`config.mk`:
```
export PLATFORM = sky130hd
export DESIGN_NAME = lru_key_tracker_core
export DESIGN_NICKNAME = d
export VERILOG_FILES = /design/src/rtl/lru_kt_pkg.sv /design/src/rtl/lru_key_tracker_core.sv
export SDC_FILE = /design/constraint.sdc
export NUM_CORES = 1
export LEC_CHECK = 0
export CAP_MARGIN = 30
export CORE_ASPECT_RATIO = 1.1
export CORE_UTILIZATION = 64
export CTS_CLUSTER_SIZE = 14
export DETAILED_ROUTE_END_ITERATION = 6
export DONT_BUFFER_PORTS = 1
export GPL_ROUTABILITY_DRIVEN = 0
export PLACE_DENSITY = 0.8
export SLEW_MARGIN = 20
export SYNTH_ARGS = -nofsm -noshare
export SYNTH_HDL_FRONTEND = slang
export SYNTH_SLANG_ARGS = --single-unit
```
`constraint.sdc`:
```
create_clock -name aclk -period 9.84 [get_ports aclk]
set_input_delay 1.968 -clock aclk [delete_from_list [all_inputs] [get_ports aclk]]
set_output_delay 1.968 -clock aclk [all_outputs]
set_load 0.01 [all_outputs]
```
`src/rtl/lru_kt_pkg.sv`:
```
// shared constants, types and state encoding for the lru key tracker
// no dependencies; imported by lru_key_tracker_core
package lru_kt_pkg;

    localparam int DEPTH    = 16;
    localparam int KEY_BITS = 32;
    localparam int IDX_W    = (DEPTH > 1) ? $clog2(DEPTH) : 1;
    localparam int CNT_W    = $clog2(DEPTH + 1);
    localparam int CAP_W    = 5;
    localparam int KIND_W   = 2;
    localparam int OUT_KEY_W = 32;
    localparam int OCC_W    = 5;
    localparam int M_DATA_W = ((OUT_KEY_W + OCC_W + 7) / 8) * 8;

    localparam logic [KIND_W-1:0] KIND_LOAD   = 2'd0;
    localparam logic [KIND_W-1:0] KIND_LOOKUP = 2'd1;
    localparam logic [KIND_W-1:0] KIND_CLEAR  = 2'd2;

    typedef enum logic [2:0] {
        ST_IDLE,
        ST_SEARCH,
        ST_SHIFT,
        ST_APPEND,
        ST_FINISH
    } lru_state_t;

endpackage

```
`src/rtl/lru_key_tracker_core.sv`:
```
// lru key tracker top level: sequencer, key memory and output register
// depends on lru_kt_pkg

// Keeps an ordered list of up to 16 keys, oldest first. Each item on the
// s_ channel (kind in s_tuser, key in s_tdata) gives one result on the m_
// channel. A load of a present key moves it to the newest end; a load of an
// absent key appends it, first evicting the oldest key when the list holds
// capacity keys or more. A lookup only reports presence, a clear empties the
// list. One key memory with a registered read port is scanned entry by entry
// by a single comparator, then the same port closes the gap one entry per
// cycle and one write appends the key. A lookup scans one entry per cycle and
// stops at the first hit or after the last entry. A load scans the same way,
// then shifts when it hits or evicts, and ends with one append. A clear, a
// no-op or an item on an empty list skips the scan. A stalled m_ channel
// holds the finished result in the sequencer until the output register is free.
// s_tready is high only while the sequencer is idle; a finished result waits
// in the output register so the next item can be accepted meanwhile. capacity
// is written through cfg_wr_en/cfg_wr_data; write it only while idle, as the
// block does not enforce this; 0 acts as 1 and values above 16 act as 16.
module lru_key_tracker_core (
    input  logic                           aclk,
    input  logic                           aresetn,
    // configuration: capacity
    input  logic                           cfg_wr_en,
    input  logic [lru_kt_pkg::CAP_W-1:0]   cfg_wr_data,
    // input items
    input  logic                           s_tvalid,
    output logic                           s_tready,
    input  logic [31:0]                    s_tdata,  // key[31:0]
    input  logic [lru_kt_pkg::KIND_W-1:0]  s_tuser,  // kind[1:0]
    // results
    output logic                           m_tvalid,
    input  logic                           m_tready,
    output logic [lru_kt_pkg::M_DATA_W-1:0] m_tdata, // evicted_key[31:0], occupancy[36:32], zeros
    output logic [1:0]                     m_tuser   // hit[0], evicted_valid[1]
);
    import lru_kt_pkg::*;

    // sequencer and item context
    lru_state_t            state_reg, state_next;
    logic [KIND_W-1:0]     kind_reg, kind_next;
    logic [KEY_BITS-1:0]   key_reg, key_next;
    logic [CNT_W-1:0]      cnt_reg, cnt_next;
    logic [CAP_W-1:0]      cap_reg;
    logic [CNT_W-1:0]      eff_cap;

    // scan / shift position and read pipeline tracking
    logic [CNT_W-1:0]      scan_reg, scan_next;
    logic [CNT_W-1:0]      scan_inc;
    logic                  cmp_valid_reg, cmp_valid_next;
    logic [IDX_W-1:0]      cmp_idx_reg, cmp_idx_next;
    logic                  wr_pend_reg, wr_pend_next;
    logic [IDX_W-1:0]      wr_idx_reg, wr_idx_next;
    logic                  key_match;

    // result under construction
    logic                  hit_reg, hit_next;
    logic                  evict_reg, evict_next;
    logic [KEY_BITS-1:0]   evkey_reg, evkey_next;

    // output register
    logic                  m_valid_reg, m_valid_next;
    logic [M_DATA_W-1:0]   m_data_reg, m_data_next;
    logic [1:0]            m_user_reg, m_user_next;

    // key memory, one write and one registered read per cycle
    logic [KEY_BITS-1:0]   key_mem [DEPTH];
    logic [KEY_BITS-1:0]   rd_data_reg;
    logic [IDX_W-1:0]      mem_ra;
    logic [IDX_W-1:0]      mem_wa;
    logic [KEY_BITS-1:0]   mem_wd;
    logic                  mem_we;

    assign s_tready = (state_reg == ST_IDLE);
    assign m_tvalid = m_valid_reg;
    assign m_tdata  = m_data_reg;
    assign m_tuser  = m_user_reg;

    // capacity clamp: zero acts as one, above depth saturates
    always_comb begin
        if (cap_reg == '0) begin
            eff_cap = CNT_W'(1);
        end else if (32'(cap_reg) > DEPTH) begin
            eff_cap = CNT_W'(DEPTH);
        end else begin
            eff_cap = CNT_W'(cap_reg);
        end
    end

    assign scan_inc  = scan_reg + CNT_W'(1);
    assign key_match = cmp_valid_reg && (rd_data_reg == key_reg);

    always_ff @(posedge aclk) begin
        if (mem_we) begin
            key_mem[mem_wa] <= mem_wd;
        end
        rd_data_reg <= key_mem[mem_ra];
    end

    always_ff @(posedge aclk) begin
        if (!aresetn) begin
            state_reg     <= ST_IDLE;
            cnt_reg       <= '0;
            cap_reg       <= CAP_W'(16);
            cmp_valid_reg <= 1'b0;
            wr_pend_reg   <= 1'b0;
            m_valid_reg   <= 1'b0;
        end else begin
            state_reg     <= state_next;
            cnt_reg       <= cnt_next;
            cmp_valid_reg <= cmp_valid_next;
            wr_pend_reg   <= wr_pend_next;
            m_valid_reg   <= m_valid_next;
            if (cfg_wr_en) begin
                cap_reg <= cfg_wr_data;
            end
        end
    end

    // payload registers, no reset needed
    always_ff @(posedge aclk) begin
        kind_reg    <= kind_next;
        key_reg     <= key_next;
        scan_reg    <= scan_next;
        cmp_idx_reg <= cmp_idx_next;
        wr_idx_reg  <= wr_idx_next;
        hit_reg     <= hit_next;
        evict_reg   <= evict_next;
        evkey_reg   <= evkey_next;
        m_data_reg  <= m_data_next;
        m_user_reg  <= m_user_next;
    end

    always_comb begin
        state_next     = state_reg;
        kind_next      = kind_reg;
        key_next       = key_reg;
        cnt_next       = cnt_reg;
        scan_next      = scan_reg;
        cmp_valid_next = cmp_valid_reg;
        cmp_idx_next   = cmp_idx_reg;
        wr_pend_next   = wr_pend_reg;
        wr_idx_next    = wr_idx_reg;
        hit_next       = hit_reg;
        evict_next     = evict_reg;
        evkey_next     = evkey_reg;
        m_data_next    = m_data_reg;
        m_user_next    = m_user_reg;
        m_valid_next   = m_valid_reg && !m_tready;
        mem_ra         = scan_reg[IDX_W-1:0];
        mem_we         = 1'b0;
        mem_wa         = wr_idx_reg;
        mem_wd         = rd_data_reg;

        case (state_reg)
            ST_IDLE: begin
                if (s_tvalid) begin
                    kind_next      = s_tuser;
                    key_next       = s_tdata[KEY_BITS-1:0];
                    hit_next       = 1'b0;
                    evict_next     = 1'b0;
                    scan_next      = '0;
                    cmp_valid_next = 1'b0;
                    wr_pend_next   = 1'b0;
                    case (s_tuser)
                        KIND_LOAD: begin
                            state_next = (cnt_reg == '0) ? ST_APPEND : ST_SEARCH;
                        end
                        KIND_LOOKUP: begin
                            state_next = (cnt_reg == '0) ? ST_FINISH : ST_SEARCH;
                        end
                        KIND_CLEAR: begin
                            cnt_next   = '0;
                            state_next = ST_FINISH;
                        end
                        default: begin
                            state_next = ST_FINISH;
                        end
                    endcase
                end
            end

            ST_SEARCH: begin
                // read at scan_reg is issued now, compare the one issued last cycle
                if (cmp_valid_reg && cmp_idx_reg == '0) begin
                    evkey_next = rd_data_reg;  // oldest entry, kept for eviction
                end
                if (key_match) begin
                    hit_next       = 1'b1;
                    cmp_valid_next = 1'b0;
                    if (kind_reg == KIND_LOAD) begin
                        scan_next  = CNT_W'(cmp_idx_reg);
                        state_next = ST_SHIFT;
                    end else begin
                        state_next = ST_FINISH;
                    end
                end else if (!cmp_valid_reg && !(scan_reg < cnt_reg)) begin
                    // scan finished without a match
                    if (kind_reg == KIND_LOAD) begin
                        if (cnt_reg >= eff_cap) begin
                            evict_next = 1'b1;
                            scan_next  = '0;
                            state_next = ST_SHIFT;
                        end else begin
                            state_next = ST_APPEND;
                        end
                    end else begin
                        state_next = ST_FINISH;
                    end
                end else begin
                    cmp_valid_next = (scan_reg < cnt_reg);
                    cmp_idx_next   = scan_reg[IDX_W-1:0];
                    if (scan_reg < cnt_reg) begin
                        scan_next = scan_inc;
                    end
                end
            end

            ST_SHIFT: begin
                // read entry j+1 now, write it to j next cycle
                mem_ra = scan_inc[IDX_W-1:0];
                mem_we = wr_pend_reg;
                if (scan_inc < cnt_reg) begin
                    wr_pend_next = 1'b1;
                    wr_idx_next  = scan_reg[IDX_W-1:0];
                    scan_next    = scan_inc;
                end else begin
                    wr_pend_next = 1'b0;
                    if (!wr_pend_reg) begin
                        state_next = ST_APPEND;
                    end
                end
            end

            ST_APPEND: begin
                mem_we = 1'b1;
                mem_wd = key_reg;
                if (hit_reg || evict_reg) begin
                    mem_wa = IDX_W'(cnt_reg - CNT_W'(1));
                end else begin
                    mem_wa   = cnt_reg[IDX_W-1:0];
                    cnt_next = cnt_reg + CNT_W'(1);
                end
                state_next = ST_FINISH;
            end

            ST_FINISH: begin
                if (!m_valid_reg || m_tready) begin
                    m_valid_next = 1'b1;
                    m_user_next  = {evict_reg, hit_reg};
                    m_data_next  = M_DATA_W'({OCC_W'(cnt_reg),
                                   (evict_reg ? OUT_KEY_W'(evkey_reg) :
                                                {OUT_KEY_W{1'b0}})});
                    state_next   = ST_IDLE;
                end
            end

            default: begin
                state_next = ST_IDLE;
            end
        endcase
    end

`ifndef SYNTH
    // list never grows past the memory depth
    assert property (@(posedge aclk) disable iff (!aresetn)
        cnt_reg <= CNT_W'(DEPTH))
        else $error("key count exceeds depth");

    // an eviction is only reported on a miss
    assert property (@(posedge aclk) disable iff (!aresetn)
        m_tvalid |-> !(m_tuser[0] && m_tuser[1]))
        else $error("hit and eviction reported together");

    // memory is written only while shifting or appending
    assert property (@(posedge aclk) disable iff (!aresetn)
        mem_we |-> (state_reg == ST_SHIFT || state_reg == ST_APPEND))
        else $error("memory write outside shift or append");

    // an accepted clear empties the list for its result
    assert property (@(posedge aclk) disable iff (!aresetn)
        (s_tvalid && s_tready && s_tuser == KIND_CLEAR) |=> cnt_reg == '0)
        else $error("clear did not empty the list");
`endif

endmodule

```
==> impl_metrics.json <==
{
  "dr.pass1.iters": 6,
  "holdCritPathClass": "register to register",
  "initial_core_util_pct": 65.4,
  "die_height_um": 215,
  "finalHoldViolCount": 0,
  "ys.flop_type": "edfxtp_1",
  "synth-simple-area-share_pct": 11.5,
  "synth.yosys.seq_area_share_pct": 75.3,
  "path_cells": "or3b_1 > mux2_8 > buf_4 > mux4_2 > a22oi_1 > o21ai_1",
  "p_leak_uw": 0.0100,
  "synth_edf_count": 632,
  "critPathSlowestCell": "mux2_8",
  "core-area_sq_um": 40500,
  "muxShareOfSynthArea_pct": 6.21,
  "vias_per_cell": 6.69,
  "setup_ws_ps": 5920,
  "critPathRequiredTime_ps": 10290,
  "critPathTopFamily": "multiplexers",
  "slew-limit-headroom_pct": 34.1,
  "synth_area_leaders": "edfxtp_1 72%, nand2_1 5.4%, dfxtp_1 3.6%, mux4_1 3.1%, mux4_2 2.8%",
  "dp_slack_ps": 6030,
  "io_pins": 88,
  "numCtsBuffers": 67,
  "fin_crit_sh_pct": 39.9,
  "finalMaxSlewViolations": 0,
  "layout_min_cycle_time_ps": 3920,
  "synth.avg_cell_area_sq_um": 15.4,
  "synth_compound_area_share_pct": 3.02,
  "clock-sinks": 680,
  "rsz0062_at_grt": "false",
  "setup_viol": 0,
  "largest_reg_flops": 512,
  "largest-register": "key_mem",
  "port_buffers": 0,
  "wirelength_um": 64000,
  "multiInputGateArea_sq_um": 6250,
  "cts_root_buf": "clkbuf_16",
  "synth-xor-area-share_pct": 1.35,
  "ctsLongestPathBuffers": 3,
  "arrival_ps": 4370,
  "clock_latency_ps": 590,
  "fin_nets": 1795,
  "die-area_sq_um": 42200,
  "routedWlPerCell_um": 27.8,
  "final.setup.tns_ps": 0,
  "synth-adder-area-share_pct": 0.851,
  "drt-initial-drc-count": 2073,
  "ir_worst_vdd_uv": 158,
  "ant_nets": 0,
  "max_cap_viol_count": 0,
  "slowest_delay_ps": 890,
  "cts_setup_buffers": 0,
  "grt_pass1_wl_um": 94300,
  "antenna_found_initial": 2,
  "ff_latch_area_sq_um": 19900,
  "dieWidth_um": 196,
  "synth_cells": 1718,
  "synth_top_area_share_pct": 71.7,
  "synth_top_family_by_area": "simple AND/OR/NAND/NOR gates",
  "ys_types": 63,
  "grt_pass1_vias": 15000,
  "htree_levels": 3,
  "num_vias": 15400,
  "area_growth_syn_to_layout_pct": 12.2,
  "status": "completed",
  "async_reset_ff_share_pct": 0,
  "cts_resized": 0,
  "grt_overflow": 0,
  "fp-row-count": 77,
  "cts_hold_buf": 0,
  "cts_tree": "done",
  "syn_area_sq_um": 26500,
  "yosysTopAreaCell": "edfxtp_1",
  "fmax_mhz": 255,
  "nFillCells": 2239,
  "clk_pin_slew_ps": 60,
  "power_per_cell_area_nw_per_um2": 265,
  "yosys_warnings": 0,
  "dp_hpwl_um": 39200,
  "crit_path_start_kind": "register",
  "layout-drive-gt1-share_pct": 11.1,
  "ys_seq_elements": 680,
  "worst_pin_slew_ps": 988,
  "crit_fanout": 113,
  "crit_type": "register to register",
  "cp-end-kind": "register",
  "cp_num_buf_inv": 1,
  "clock_skew_ps": 27.0,
  "drc": 0,
  "grt_max_degree": 114,
  "grtUsageTotal_pct": 30.9
}
worst register-to-register path, cell delays in order (launching register included):
cell,delay [ps]
dfxtp_1,510
or3b_1,620
mux2_8,890
buf_4,920
mux4_2,450
a22oi_1,290
o21ai_1,100
path summary, 6_finish.rpt:
check,slack (ps),from,cells past startpoint,endpoint
worst min-delay path,490,rd_data_reg[26],0,evkey_reg[26]
worst max register to register,5920,state_reg[1],6,rd_data_reg[5]
worst min register to register,490,rd_data_reg[26],0,evkey_reg[26]
worst max-delay path,5920,state_reg[1],6,rd_data_reg[5]
report_power, final:
group / total, uW / internal (uW) / switching, uW
Clock: 2500 / 1450 / 1050
Combinational: 1530 / 409 / 1120
Sequential: 3820 / 3660 / 167
synthesized netlist by cell type (all sizes together) (14+ instances only):
cell    number
edfxtp     632
nor2        38
inv         14
and2        35
nand2      384
mux4        64
dfxtp       48
ha          18
nand3      139
buf         33
xor2        32
clkbuf      59
a22oi       32
nand4       38
o21ai       44
layout make-up:
cell class                 count  share of cell area, %
tap                          513                   2.16
timing repair buffer          36                   2.23
multi-input combinational    934                   21.1
inverter                      14                  0.177
clock inverter                20                  0.506
antenna                        1                0.00843
sequential                   680                   67.2
clock buffer                 100                   6.69
logic make-up after synthesis:
logic type | Yosys count
muxes | 72
xor gates and xnor gates | 40
adders and majority gates | 18
other | 1
DFF | 680
buffers and inverters | 106
and+or+nand+nor | 679
AOI/OAI and AO/OA | 122
layout by cell type (no fill, tap or decap), drive strengths merged, types with 36 or more instances in the layout:
cell / count
edfxtp: 632
nand2: 384
nand3: 139
clkbuf: 100
mux4: 64
dfxtp: 48
o21ai: 44
nand4: 38
nor2: 38
buf: 36
stage by stage:
| stage | cells | area, sq um | hold WS [ps] | utilization [%] | power (uW) |
|---|---|---|---|---|---|
| 6_report | 2298 | 29700 | 491 | 73.4 | 7860 |
| 5_1_grt | 2297 | 29700 | 499 | 73.4 | 8070 |
| 4_1_cts | 2294 | 29600 | 489 | 73.2 | 7820 |
| 3_5_place_dp | 2174 | 27500 | 467 | 67.9 | 5330 |
| 3_3_place_gp | 2154 | 27000 | 455 | 66.7 | 5270 |
| 2_1_floorplan | 1720 | 26500 | 445 | - | 4730 |
layer usage:
layer	share of wire, %	vias up	GRT usage [%]	wire length [um]
met5	0	-	0	0
met4	3.4	0	11.8	2160
met3	13	161	6.83	8220
met2	47	1143	47.5	29800
met1	37	7595	44.0	23800
li1	-	6481	-	-
(Power assumes the default switching activity.)
